<file path="src/hw/rtl/pwrseq_pkg.sv">
// Shared types, codes and reset constants for the board power sequencer.
// No dependencies; every other file refers to this package by scoped names.
`default_nettype none

package pwrseq_pkg;

    localparam int unsigned TICK_W = 32;
    localparam int unsigned CFG_W  = 16;
    localparam int unsigned CODE_W = 4;

    // Configuration register reset values
    localparam logic [CFG_W-1:0] INIT_TIMEOUT_RST       = 16'd500;
    localparam logic [CFG_W-1:0] RAMP_TIMEOUT_RST       = 16'd3000;
    localparam logic [CFG_W-1:0] POWERFAIL_DELAY_RST    = 16'd3000;
    localparam logic [CFG_W-1:0] ERROR_DELAY_RST        = 16'd3000;
    localparam logic [CFG_W-1:0] READ_INTERVAL_RAMP_RST = 16'd10;
    localparam logic [CFG_W-1:0] READ_INTERVAL_RUN_RST  = 16'd100;

    typedef enum logic [2:0] {
        CFG_INIT_TIMEOUT       = 3'd0,
        CFG_RAMP_TIMEOUT       = 3'd1,
        CFG_POWERFAIL_DELAY    = 3'd2,
        CFG_ERROR_DELAY        = 3'd3,
        CFG_READ_INTERVAL_RAMP = 3'd4,
        CFG_READ_INTERVAL_RUN  = 3'd5
    } t_cfg_idx;

    typedef enum logic [1:0] {
        SW_KEEP = 2'd0,
        SW_ON   = 2'd1,
        SW_OFF  = 2'd2
    } t_switch;

    localparam logic [1:0] THERMAL_COOL     = 2'd0;
    localparam logic [1:0] THERMAL_SHUTDOWN = 2'd2;

    typedef enum logic [9:0] {
        ST_INIT      = 10'b00_0000_0001,
        ST_WAITINPUT = 10'b00_0000_0010,
        ST_STANDBY   = 10'b00_0000_0100,
        ST_RAMP      = 10'b00_0000_1000,
        ST_RUN       = 10'b00_0001_0000,
        ST_OVERHEAT  = 10'b00_0010_0000,
        ST_PWRFAIL   = 10'b00_0100_0000,
        ST_FAILWAIT  = 10'b00_1000_0000,
        ST_ERROR     = 10'b01_0000_0000,
        ST_OFF       = 10'b10_0000_0000
    } t_state;

    // Numeric state codes as seen on the result channel
    localparam logic [CODE_W-1:0] CODE_INIT      = 4'd0;
    localparam logic [CODE_W-1:0] CODE_WAITINPUT = 4'd1;
    localparam logic [CODE_W-1:0] CODE_STANDBY   = 4'd2;
    localparam logic [CODE_W-1:0] CODE_RAMP      = 4'd3;
    localparam logic [CODE_W-1:0] CODE_RUN       = 4'd4;
    localparam logic [CODE_W-1:0] CODE_OVERHEAT  = 4'd5;
    localparam logic [CODE_W-1:0] CODE_PWRFAIL   = 4'd6;
    localparam logic [CODE_W-1:0] CODE_FAILWAIT  = 4'd7;
    localparam logic [CODE_W-1:0] CODE_ERROR     = 4'd8;
    localparam logic [CODE_W-1:0] CODE_OFF       = 4'd9;

    typedef struct packed {
        logic [TICK_W-1:0] now_tick;
        logic              power_req;
        logic              input_normal;
        logic              input_critical;
        logic              critical_ok;
        logic              critical_failure;
        logic              monitor_reading;
        logic [1:0]        thermal_level;
    } t_poll;

    typedef struct packed {
        logic [CODE_W-1:0] power_state;
        logic [1:0]        switch_command;
        logic              ramp_active;
        logic              read_sensors;
        logic              clear_minmax;
        logic              clear_thermal;
        logic              init_monitor;
        logic              status_logging;
    } t_result;

    typedef struct packed {
        logic [CFG_W-1:0] init_timeout;
        logic [CFG_W-1:0] ramp_timeout;
        logic [CFG_W-1:0] powerfail_delay;
        logic [CFG_W-1:0] error_delay;
        logic [CFG_W-1:0] read_interval_ramp;
        logic [CFG_W-1:0] read_interval_run;
    } t_cfg;

    // Updated state and the result for one poll
    typedef struct packed {
        t_state            state;
        logic [TICK_W-1:0] entry_tick;
        logic [TICK_W-1:0] last_read_tick;
        t_result           result;
    } t_step;

    function automatic logic [CODE_W-1:0] state_code(input t_state s);
        logic [CODE_W-1:0] c;
        c = CODE_INIT;
        unique case (s)
            ST_INIT:      c = CODE_INIT;
            ST_WAITINPUT: c = CODE_WAITINPUT;
            ST_STANDBY:   c = CODE_STANDBY;
            ST_RAMP:      c = CODE_RAMP;
            ST_RUN:       c = CODE_RUN;
            ST_OVERHEAT:  c = CODE_OVERHEAT;
            ST_PWRFAIL:   c = CODE_PWRFAIL;
            ST_FAILWAIT:  c = CODE_FAILWAIT;
            ST_ERROR:     c = CODE_ERROR;
            ST_OFF:       c = CODE_OFF;
            default:      c = CODE_INIT;
        endcase
        return c;
    endfunction

endpackage

`default_nettype wire

</file>
<file path="src/hw/rtl/pwrseq_if.sv">
// Valid/ready channel interfaces for polls and results of the power sequencer.
// Depends on pwrseq_pkg for the payload types.
`default_nettype none

interface pwrseq_poll_if;
    logic                 valid;
    logic                 ready;
    pwrseq_pkg::t_poll    data;

    modport source (output valid, output data, input ready);
    modport sink   (input valid, input data, output ready);
endinterface

interface pwrseq_result_if;
    logic                 valid;
    logic                 ready;
    pwrseq_pkg::t_result  data;

    modport source (output valid, output data, input ready);
    modport sink   (input valid, input data, output ready);
endinterface

`default_nettype wire

</file>
<file path="src/hw/rtl/pwrseq_step.sv">
// Next-state and result logic for one poll of the power sequencer.
// Purely combinational; depends on pwrseq_pkg.
`default_nettype none

module pwrseq_step (
    input  var pwrseq_pkg::t_state                  i_state,
    input  var logic [pwrseq_pkg::TICK_W-1:0]       i_entry_tick,
    input  var logic [pwrseq_pkg::TICK_W-1:0]       i_last_read_tick,
    input  var pwrseq_pkg::t_cfg                    i_cfg,
    input  var pwrseq_pkg::t_poll                   i_poll,
    output pwrseq_pkg::t_step                       o_step
);

    logic                            forced;
    pwrseq_pkg::t_state              case_state;
    pwrseq_pkg::t_state              fin_state;
    logic [pwrseq_pkg::CFG_W-1:0]    limit;
    logic [pwrseq_pkg::TICK_W-1:0]   entry_diff;
    logic [pwrseq_pkg::TICK_W-1:0]   read_diff;
    logic [pwrseq_pkg::CFG_W-1:0]    interval;
    logic                            expired;
    logic                            do_read;
    logic                            enable;
    pwrseq_pkg::t_switch             sw;
    logic                            clr_thermal;
    logic                            init_mon;

    assign enable = i_poll.power_req;

    // Overheat preempts whatever state we are in
    assign forced     = (i_poll.thermal_level == pwrseq_pkg::THERMAL_SHUTDOWN)
                        && (i_state != pwrseq_pkg::ST_OVERHEAT);
    assign case_state = (i_poll.thermal_level == pwrseq_pkg::THERMAL_SHUTDOWN)
                        ? pwrseq_pkg::ST_OVERHEAT : i_state;

    // Only one timed state is active, so share a single subtract-compare
    always_comb begin
        limit = i_cfg.error_delay;
        unique case (case_state)
            pwrseq_pkg::ST_WAITINPUT: limit = i_cfg.init_timeout;
            pwrseq_pkg::ST_RAMP:      limit = i_cfg.ramp_timeout;
            pwrseq_pkg::ST_FAILWAIT:  limit = i_cfg.powerfail_delay;
            default:                  limit = i_cfg.error_delay;
        endcase
    end

    assign entry_diff = i_poll.now_tick - i_entry_tick;
    assign expired    = entry_diff > {{(pwrseq_pkg::TICK_W-pwrseq_pkg::CFG_W){1'b0}}, limit};

    always_comb begin
        fin_state   = case_state;
        sw          = pwrseq_pkg::SW_KEEP;
        clr_thermal = 1'b0;
        init_mon    = 1'b0;
        unique case (case_state)
            pwrseq_pkg::ST_INIT: begin
                init_mon = 1'b1;
                if (enable) begin
                    sw        = pwrseq_pkg::SW_ON;
                    fin_state = pwrseq_pkg::ST_WAITINPUT;
                end else begin
                    fin_state = pwrseq_pkg::ST_OFF;
                end
            end
            pwrseq_pkg::ST_WAITINPUT: begin
                priority if (!enable) fin_state = pwrseq_pkg::ST_OFF;
                else if (i_poll.input_normal || i_poll.critical_ok)
                    fin_state = pwrseq_pkg::ST_RAMP;
                else if (expired) fin_state = pwrseq_pkg::ST_OFF;
            end
            pwrseq_pkg::ST_STANDBY: begin
                if (enable && i_poll.input_normal) begin
                    sw        = pwrseq_pkg::SW_ON;
                    fin_state = pwrseq_pkg::ST_RAMP;
                end
            end
            pwrseq_pkg::ST_RAMP: begin
                // Rails ready resets the entry tick, so the timeout cannot fire after it
                priority if (!enable) fin_state = pwrseq_pkg::ST_OFF;
                else if (i_poll.critical_ok) fin_state = pwrseq_pkg::ST_RUN;
                else if (expired) fin_state = pwrseq_pkg::ST_PWRFAIL;
            end
            pwrseq_pkg::ST_RUN: begin
                priority if (!enable) fin_state = pwrseq_pkg::ST_OFF;
                else if (i_poll.input_critical) fin_state = pwrseq_pkg::ST_OFF;
                else if (i_poll.critical_failure) fin_state = pwrseq_pkg::ST_PWRFAIL;
                else if (!i_poll.monitor_reading) fin_state = pwrseq_pkg::ST_ERROR;
            end
            pwrseq_pkg::ST_OVERHEAT: begin
                priority if (!enable) begin
                    clr_thermal = 1'b1;
                    fin_state   = pwrseq_pkg::ST_OFF;
                end else if (i_poll.thermal_level == pwrseq_pkg::THERMAL_COOL) begin
                    fin_state = pwrseq_pkg::ST_STANDBY;
                end
            end
            pwrseq_pkg::ST_PWRFAIL: begin
                sw        = pwrseq_pkg::SW_OFF;
                fin_state = pwrseq_pkg::ST_FAILWAIT;
            end
            pwrseq_pkg::ST_FAILWAIT: begin
                if (expired) fin_state = pwrseq_pkg::ST_STANDBY;
            end
            pwrseq_pkg::ST_ERROR: begin
                if (expired) fin_state = pwrseq_pkg::ST_OFF;
            end
            pwrseq_pkg::ST_OFF: begin
                sw        = pwrseq_pkg::SW_OFF;
                fin_state = pwrseq_pkg::ST_STANDBY;
            end
            default: begin
                fin_state = case_state;
            end
        endcase
    end

    // Sensor read cadence follows the final state
    assign interval  = (fin_state == pwrseq_pkg::ST_RAMP) ? i_cfg.read_interval_ramp
                                                          : i_cfg.read_interval_run;
    assign read_diff = i_poll.now_tick - i_last_read_tick;
    assign do_read   = read_diff > {{(pwrseq_pkg::TICK_W-pwrseq_pkg::CFG_W){1'b0}}, interval};

    always_comb begin
        o_step.state          = fin_state;
        // Any move, including a forced one, restamps the entry tick
        o_step.entry_tick     = (forced || (fin_state != case_state)) ? i_poll.now_tick
                                                                      : i_entry_tick;
        o_step.last_read_tick = do_read ? i_poll.now_tick : i_last_read_tick;
        o_step.result.power_state    = pwrseq_pkg::state_code(fin_state);
        o_step.result.switch_command = sw;
        o_step.result.ramp_active    = (fin_state == pwrseq_pkg::ST_RAMP);
        o_step.result.read_sensors   = do_read;
        o_step.result.clear_minmax   = !enable;
        o_step.result.clear_thermal  = clr_thermal;
        o_step.result.init_monitor   = init_mon;
        o_step.result.status_logging = (fin_state == pwrseq_pkg::ST_RAMP)
                                       || (fin_state == pwrseq_pkg::ST_RUN);
    end

endmodule

`default_nettype wire

</file>
<file path="src/hw/rtl/power_sequencer_fsm_core.sv">
// Board power sequencer: one poll in, one result out.
// Results are registered: a poll's result shows on the output in the next cycle.
// Throughput: one poll per cycle while results are taken; state update and both tick
// compares settle in one step-logic pass, and the output register frees when taken.
// Reset (synchronous, active low): state init, entry and last-read ticks zero,
// configuration registers at their default timeouts, output register empty.
`default_nettype none

module power_sequencer_fsm_core (
    input  var logic                                i_clk,
    input  var logic                                i_rst_n,
    input  var logic                                i_cfg_we,
    input  var logic [2:0]                          i_cfg_idx,
    input  var logic [pwrseq_pkg::CFG_W-1:0]        i_cfg_data,
    pwrseq_poll_if.sink                             i_poll,
    pwrseq_result_if.source                         o_result
);

    pwrseq_pkg::t_cfg                    r_cfg;
    pwrseq_pkg::t_state                  r_state;
    logic [pwrseq_pkg::TICK_W-1:0]       r_entry_tick;
    logic [pwrseq_pkg::TICK_W-1:0]       r_last_read_tick;
    pwrseq_pkg::t_result                 r_res;
    logic                                r_res_valid;

    pwrseq_pkg::t_step                   n_step;
    logic                                poll_xfer;

    // Take a poll whenever the output register is empty or being drained this cycle
    assign i_poll.ready = !r_res_valid || o_result.ready;
    assign poll_xfer    = i_poll.valid && i_poll.ready;

    assign o_result.valid = r_res_valid;
    assign o_result.data  = r_res;

    // Configuration writes; indexes past the last register are dropped
    always_ff @(posedge i_clk) begin
        if (!i_rst_n) begin
            r_cfg.init_timeout       <= pwrseq_pkg::INIT_TIMEOUT_RST;
            r_cfg.ramp_timeout       <= pwrseq_pkg::RAMP_TIMEOUT_RST;
            r_cfg.powerfail_delay    <= pwrseq_pkg::POWERFAIL_DELAY_RST;
            r_cfg.error_delay        <= pwrseq_pkg::ERROR_DELAY_RST;
            r_cfg.read_interval_ramp <= pwrseq_pkg::READ_INTERVAL_RAMP_RST;
            r_cfg.read_interval_run  <= pwrseq_pkg::READ_INTERVAL_RUN_RST;
        end else if (i_cfg_we) begin
            unique case (i_cfg_idx)
                pwrseq_pkg::CFG_INIT_TIMEOUT:       r_cfg.init_timeout       <= i_cfg_data;
                pwrseq_pkg::CFG_RAMP_TIMEOUT:       r_cfg.ramp_timeout       <= i_cfg_data;
                pwrseq_pkg::CFG_POWERFAIL_DELAY:    r_cfg.powerfail_delay    <= i_cfg_data;
                pwrseq_pkg::CFG_ERROR_DELAY:        r_cfg.error_delay        <= i_cfg_data;
                pwrseq_pkg::CFG_READ_INTERVAL_RAMP: r_cfg.read_interval_ramp <= i_cfg_data;
                pwrseq_pkg::CFG_READ_INTERVAL_RUN:  r_cfg.read_interval_run  <= i_cfg_data;
                default: ;
            endcase
        end
    end

    // Overheat preemption, state case, and sensor-read cadence for one poll
    pwrseq_step u_step (
        .i_state          (r_state),
        .i_entry_tick     (r_entry_tick),
        .i_last_read_tick (r_last_read_tick),
        .i_cfg            (r_cfg),
        .i_poll           (i_poll.data),
        .o_step           (n_step)
    );

    // Advance sequencer state on each poll transfer
    always_ff @(posedge i_clk) begin
        if (!i_rst_n) begin
            r_state          <= pwrseq_pkg::ST_INIT;
            r_entry_tick     <= '0;
            r_last_read_tick <= '0;
        end else if (poll_xfer) begin
            r_state          <= n_step.state;
            r_entry_tick     <= n_step.entry_tick;
            r_last_read_tick <= n_step.last_read_tick;
        end
    end

    // Output register: load on a poll transfer, drop when the sink takes it
    always_ff @(posedge i_clk) begin
        if (!i_rst_n) begin
            r_res_valid <= 1'b0;
        end else if (poll_xfer) begin
            r_res_valid <= 1'b1;
        end else if (o_result.ready) begin
            r_res_valid <= 1'b0;
        end
    end

    always_ff @(posedge i_clk) begin
        if (poll_xfer) begin
            r_res <= n_step.result;
        end
    end

endmodule

`default_nettype wire
</file>
<file path="src/flat_wrapper.sv">
// flat-port wrapper written by rule: the top's interface ports become plain ports
module power_sequencer_fsm_core_flat 
  (i_clk, i_rst_n, i_cfg_we, i_cfg_idx, i_cfg_data, i_poll_valid, i_poll_data, i_poll_ready, o_result_valid, o_result_data, o_result_ready);
  pwrseq_poll_if i_poll_i ();
  pwrseq_result_if o_result_i ();
  input  var logic i_clk;
  input  var logic i_rst_n;
  input  var logic i_cfg_we;
  input  var logic [2:0] i_cfg_idx;
  input  var logic [pwrseq_pkg::CFG_W-1:0] i_cfg_data;
  input wire logic [$bits(i_poll_i.valid)-1:0] i_poll_valid;
  input wire logic [$bits(i_poll_i.data)-1:0] i_poll_data;
  output wire logic [$bits(i_poll_i.ready)-1:0] i_poll_ready;
  output wire logic [$bits(o_result_i.valid)-1:0] o_result_valid;
  output wire logic [$bits(o_result_i.data)-1:0] o_result_data;
  input wire logic [$bits(o_result_i.ready)-1:0] o_result_ready;
  assign i_poll_i.valid = i_poll_valid;
  assign i_poll_i.data = i_poll_data;
  assign i_poll_ready = i_poll_i.ready;
  assign o_result_valid = o_result_i.valid;
  assign o_result_data = o_result_i.data;
  assign o_result_i.ready = o_result_ready;
  power_sequencer_fsm_core u_core (.i_clk(i_clk), .i_rst_n(i_rst_n), .i_cfg_we(i_cfg_we), .i_cfg_idx(i_cfg_idx), .i_cfg_data(i_cfg_data), .i_poll(i_poll_i), .o_result(o_result_i));
endmodule
</file>
<file path="config.mk">
export PLATFORM = sky130hd
export DESIGN_NAME = power_sequencer_fsm_core_flat
export DESIGN_NICKNAME = d
export VERILOG_FILES = /design/src/hw/rtl/pwrseq_pkg.sv /design/src/hw/rtl/pwrseq_if.sv /design/src/hw/rtl/pwrseq_step.sv /design/src/hw/rtl/power_sequencer_fsm_core.sv /design/src/flat_wrapper.sv
export SDC_FILE = /design/constraint.sdc
export NUM_CORES = 1
export LEC_CHECK = 0
export BUFFER_PORTS_ARGS = -buffer_cell sky130_fd_sc_hd__buf_2
export CORE_ASPECT_RATIO = 1.75
export CORE_UTILIZATION = 65
export DETAILED_ROUTE_END_ITERATION = 8
export GPL_TIMING_DRIVEN = 0
export PLACE_DENSITY_LB_ADDON = 0.3
export REMOVE_ABC_BUFFERS = 1
export SLEW_MARGIN = 20
export SYNTH_ARGS = -nofsm -noshare
export SYNTH_HDL_FRONTEND = slang
export SYNTH_HIERARCHICAL = 1
export SYNTH_SLANG_ARGS = --single-unit
export TNS_END_PERCENT = 100
</file>
<file path="constraint.sdc">
create_clock -name i_clk -period 25.1 [get_ports i_clk]
set_input_delay 7.53 -clock i_clk [delete_from_list [all_inputs] [get_ports i_clk]]
set_output_delay 7.53 -clock i_clk [all_outputs]
set_load 0.05 [all_outputs]
</file>
* Word-level counts from Yosys, hierarchy flattened
Cells that the tools add are included.
** Operators by class
- Equality and inequality tests :: 27
- Order comparisons :: 2
- Mux-type cells :: 27
- Reductions and logical operators :: 21
- $add $sub $neg :: 2
** Operators by type and width (count)
- $mux 10 :: 16
- $pmux 10 s10 :: 1
- $gt 32x16->1 :: 2
- $sub 32x32->32 :: 2
- $pmux 16 s3 :: 1
- $pmux 4 s9 :: 1
- $eq 10x10->1 const B :: 2
- $eq 10x2->1 const B :: 2
- $eq 10x3->1 const B :: 2
- $eq 10x4->1 const B :: 2
- $eq 10x5->1 const B :: 2
- $eq 10x6->1 const B :: 2
- $eq 10x7->1 const B :: 2
- $eq 10x8->1 const B :: 2
- $eq 10x9->1 const B :: 2
- $mux 16 :: 1
- $reduce_and 2->1 :: 8
- $eq 10x1->1 const B :: 1
- $ne 10x10->1 :: 1
- $ne 10x6->1 const B :: 1
- $eq 3x2->1 const B :: 2
- $eq 3x3->1 const B :: 2
- $mux 1 :: 6
- $pmux 2 s3 :: 1
- other kinds (9) :: 15
** Word-level totals
- Input port bits :: 64
- Output and inout bits :: 14
- Word-level logic and storage cells :: 97
- Bits in registers :: 183

* Longest topological paths before layout
- Depth after elaboration :: 13
- Gate-level depth with buffers :: 40
- Mapped depth without buffers :: 37

* Cells and area by module
The synthesis kept the hierarchy.
** Modules (own cells, without submodules)
- pwrseq_step :: seq. area each 0.0 µm², area each 7473.4 µm², times used 1, cells an instance 1039
- power_sequencer_fsm_core :: seq. area each 3783.6 µm², area each 6546.3 µm², times used 1, cells an instance 678

* Worst setup path before layout
OpenSTA, ideal clock, no wires.
- Path type :: input to output
- Start point :: in o_result_ready
- End point :: out i_poll_ready
- Stages on the path :: 1
- Buffers on the path :: 0
- Arrival :: 7.974 ns
- Path slack :: 9.596 ns
- Data required time :: 17.570 ns
- Path through :: nand2b_1
** On the way
- Cells in the longest elaborated chain, start to end :: 1
** RTL lines
- start, declared :: line flat_wrapper.sv:16 : input wire logic [$bits(o_result_i.ready)-1:0] o_result_ready;
- $logic_or 1x1->1 :: line power_sequencer_fsm_core.sv:30 : assign i_poll.ready = !r_res_valid || o_result.ready;
- end, declared :: line flat_wrapper.sv:13 : output wire logic [$bits(i_poll_i.ready)-1:0] i_poll_ready;
Every way passes these cells.

* Worst setup path after layout
- Start point :: in i_poll_data[0]
- End point :: reg u_core/r_last_read_tick[10] (netlist name)
** On the way
- Cells in the longest elaborated chain, start to end :: 13
- Elaborated cells on any way between the ends :: 34
- Classes of those cells :: order compare: 2; eq/ne: 12; mux: 18; reduce/logical: 2
** RTL lines
- start, declared :: line flat_wrapper.sv:12 : input wire logic [$bits(i_poll_i.data)-1:0] i_poll_data;
- $eq 2x2->1 :: line pwrseq_step.sv:33 : assign case_state = (i_poll.thermal_level == pwrseq_pkg::THERMAL_SHUTDOWN)
- $mux 10 :: line pwrseq_step.sv:34 : ? pwrseq_pkg::ST_OVERHEAT : i_state;
- $eq 10x8->1 (tied with other cells) :: line pwrseq_step.sv:39, pwrseq_step.sv:55
- $pmux 16 s3 :: line pwrseq_step.sv:39 : unique case (case_state)
- $gt 32x16->1 :: line pwrseq_step.sv:48 : assign expired = entry_diff > {{(pwrseq_pkg::TICK_W-pwrseq_pkg::CFG_W){1'b0}}, limit};
- $mux 10 (on tied branches) :: line pwrseq_step.sv:81, pwrseq_step.sv:69, pwrseq_step.sv:105
- $mux 10 (on tied branches) :: line pwrseq_step.sv:80, pwrseq_step.sv:67
- $mux 10 (on tied branches) :: line pwrseq_step.sv:79, pwrseq_step.sv:66
- $pmux 10 s10 (*) :: line pwrseq_step.sv:55 : unique case (case_state)
- $eq 10x4->1 (*) :: line pwrseq_step.sv:118 : assign interval = (fin_state == pwrseq_pkg::ST_RAMP) ? i_cfg.read_interval_ramp
- $mux 16 (*) :: line pwrseq_step.sv:118
- $gt 32x16->1 (*) :: line pwrseq_step.sv:121 : assign do_read = read_diff > {{(pwrseq_pkg::TICK_W-pwrseq_pkg::CFG_W){1'b0}}, interval};
- $reduce_and 2->1 (no line) (*)
- end signal, assigned :: line power_sequencer_fsm_core.sv:77 : r_last_read_tick <= n_step.last_read_tick;
- end, declared :: line power_sequencer_fsm_core.sv:22 : logic [pwrseq_pkg::TICK_W-1:0] r_last_read_tick;
Mark *: on every way between the ends. The rest lies on a longest branch, timed or not.
A chain may end at the register's enable or synchronous reset.

==> impl_metrics.env <==
export IMPL_end_kind="register"
export IMPL_die_area_um2=22200
export IMPL_routed_via_density=6.44
export IMPL_switching_power_mw=0.316
export IMPL_drv_cap=0
export IMPL_hp_start="u_core/r_cfg[90]$_SDFFE_PN0P_"
export IMPL_grt_use_met2=0.597
export IMPL_first_pass_iters=6
export IMPL_setup_violations_final=0
export IMPL_seqPwrFrac=0.359
export IMPL_nNetsFinal=1889
export IMPL_cts_tree="built"
export IMPL_yosys_area_top_type="dfxtp_1"
export IMPL_cts_resized=0
export IMPL_cts_sinks=183
export IMPL_clk_pin_slew_ps=70
export IMPL_drt_wl_total_um=36000
export IMPL_synth_xor_area_frac=0.0269
export IMPL_synth_area_top_cells="dfxtp_1 (24%), mux2i_1 (9.4%), ha_1 (8.4%), nand2_1 (7.4%), o21ai_0 (4.6%)"
export IMPL_clock_power_share=0.303
export IMPL_path_common_cell="o21ai_0"
export IMPL_synth_seq_area_share=0.270
export IMPL_critPathMaxStageDelay_ps=790
export IMPL_relSlewSlack=0.271
export IMPL_fin_skew_ps=8.86
export IMPL_core_um2=21000
export IMPL_finalHoldViolCount=0
export IMPL_gp_congestion=0.927
export IMPL_placed_cell_area_um2=14400
export IMPL_routedWlPerCell_um=18.0
export IMPL_dp_hpwl_um=26700
export IMPL_drt_initial_drc_count=989
export IMPL_grt_util_all_layers=0.329
export IMPL_fin_crit_ps=18910
export IMPL_busiest_layer="met2"
export IMPL_grt_met3_usage=0.0386
export IMPL_tightestPinTransition_ps=1080
export IMPL_leakage_nw=6.26
export IMPL_vias=12845
export IMPL_portBuffers=77
export IMPL_yosysTopAreaCellShare=0.244
export IMPL_ir_worst_vdd_v=0.0000462
export IMPL_rsz0062_at_grt="no"
export IMPL_clk_path_buf_depth=2
export IMPL_run_status="finished, final reports clean"
export IMPL_synth_edf_count=12
export IMPL_p_per_area_nw_per_um2=59.3
export IMPL_start_kind="input pin"
export IMPL_worstPathArrival_ps=19240
export IMPL_drv_slew=0
export IMPL_ys_flop_type="dfxtp_1"
export IMPL_synth_compound_area_frac=0.190
export IMPL_diodes=0
export IMPL_die_h_um=196
export IMPL_p_sw_frac=0.355
export IMPL_drive_above_1_share=0.138
export IMPL_syn_to_final_growth_pct=7.11
export IMPL_hold_class="register to register"
export IMPL_synth_area_mux_share=0.156
export IMPL_antenna_found_initial=0
export IMPL_p_int_mw=0.575
export IMPL_gr_usage_met1=0.352
export IMPL_worst_path_max_delay_cell="or3_1"
export IMPL_async_flop_share=0
export IMPL_grt_pass1_vias=12156
export IMPL_synth_top_family_by_area="simple AND/OR/NAND/NOR gates"
export IMPL_r2r_start="u_core/r_state[6]$_SDFFE_PN0P_"
export IMPL_die_width_um=113
export IMPL_clock_latency_ps=450
export IMPL_combPwrFrac=0.338
export IMPL_grt_max_degree=136
export IMPL_cts_root_buffer="clkbuf_16"
export IMPL_post_cts_buffers=0
export IMPL_synthSimpleGateAreaFrac=0.202
export IMPL_start_util=0.667
export IMPL_grt_pass1_wl_um=58600
export IMPL_ant_nets=0
export IMPL_fin_area_um2=15000
export IMPL_ioPinCount=78
export IMPL_syn_area_um2=14000
export IMPL_critPathLaunch="i_poll_data[0]"
export IMPL_ctsHoldBuffers=0
export IMPL_synthAdderAreaFrac=0.0867
export IMPL_synthCells=1717
export IMPL_remaining_drc_errors=0
export IMPL_cts_htree_levels=4
export IMPL_critical_path_class="input pin to register"
export IMPL_rows=70
export IMPL_period_share=0.753
export IMPL_crit_fanout=32
export IMPL_tns_ps=0
export IMPL_max_freq_mhz=52.9
export IMPL_nFillCells=1691
export IMPL_ys_types=96
export IMPL_numCtsBuffers=17
export IMPL_syn_mean_instance_area_um2=8.17
export IMPL_required_ps=25430
export IMPL_yosysWarnings=6
export IMPL_ys_ff_latch=183
export IMPL_overflow=0
-- worst max-delay path, delay by kind of cell --
kind	cells	cell delay, ps
AOI/OAI and AO/OA	16	3630
adders and majority gates	2	740
buffers and inverters	5	1100
muxes	3	850
and+or+nand+nor	12	5360
-- placed cells by master (no fill, tap or decap), drive strengths merged, types with 25 or more instances in the layout --
master | netlist | layout
a21o | 34 | 34
a21oi | 85 | 85
buf | 45 | 97
dfxtp | 171 | 171
ha | 94 | 94
inv | 95 | 102
mux2 | 68 | 68
mux2i | 131 | 131
nand2 | 275 | 275
nand3 | 85 | 85
nand4 | 26 | 26
nor2 | 62 | 62
nor3 | 25 | 25
o21ai | 146 | 146
xnor2 | 26 | 26
-- per-stage QoR --
stage / total power, mW / hold slack [ps] / setup slack (ps) / util / instances
after global placement: 0.611 / 447 / 1940 / 0.672 / 1942
after global routing: 0.938 / 496 / 5520 / 0.714 / 1994
after detailed placement: 0.621 / 454 / 5990 / 0.684 / 1959
after CTS: 0.892 / 464 / 6410 / 0.712 / 1991
final: 0.891 / 470 / 6190 / 0.714 / 1994
after floorplan: 0.544 / 438 / 6610 / - / 1613
-- cell usage after synthesis, types with 17 or more instances --
cell	instances
nand3_1	85
nand4_1	25
nor2_1	62
a21o_1	33
nand2_1	275
inv_1	95
nor3_1	23
ha_1	94
xor2_1	17
mux2_4	30
o21ai_0	128
a21oi_1	84
buf_2	19
dfxtp_1	171
mux2_2	38
clkbuf_1	48
mux2i_1	131
xnor2_1	26
-- power groups by stage --
stage,Clock [mW],Sequential [mW],Combinational (mW)
3_5_place_dp,0,0.326,0.295
3_3_place_gp,0,0.325,0.286
5_1_grt,0.286,0.322,0.331
6_report,0.270,0.320,0.301
2_1_floorplan,0,0.330,0.214
4_1_cts,0.276,0.319,0.297
-- layer usage --
metal	share of wire	vias to the layer above
met3	0.041	134
met1	0.38	6054
met4	0.065	0
met2	0.51	419
met5	0	-
li1	-	6238
-- final cells by class --
cell class | count | area (µm²) | area share
multi-input cells | 1335 | 9330 | 0.621
inverters | 95 | 357 | 0.0237
clock inverters | 12 | 125 | 0.00833
well taps | 252 | 315 | 0.0210
repair buffers | 97 | 639 | 0.0426
flip-flops and latches | 183 | 3780 | 0.252
clock buffers | 20 | 467 | 0.0311
-- logic make-up after synthesis --
| family | Yosys count |
|---|---|
| and+or+nand+nor | 585 |
| AOI/OAI and AO/OA | 412 |
| buffers and inverters | 199 |
| muxes | 199 |
| DFF | 183 |
| adders and majority gates | 96 |
| xor gates and xnor gates | 43 |
-- flip-flops by register name, indices dropped and copies added, names as in the netlist --
signal and cells:
u_core/r_last_read_tick 32, u_core/o_result.valid 1, u_core/r_state 10, u_core/o_result.data 12, u_core/r_cfg 96, u_core/r_entry_tick 32
-- worst paths after layout --
path / end / slack [ps] / depth (start not counted)
max reg2reg: u_core/r_last_read_tick[10]$_SDFFE_PN0P_ / 13370 / 37
min: u_core/r_cfg[90]$_SDFFE_PN0P_ / 470 / 2
min reg2reg: u_core/r_cfg[90]$_SDFFE_PN0P_ / 470 / 2
max: u_core/r_last_read_tick[10]$_SDFFE_PN0P_ / 6190 / 38
No activity file was read; power rests on OpenSTA's default activity.
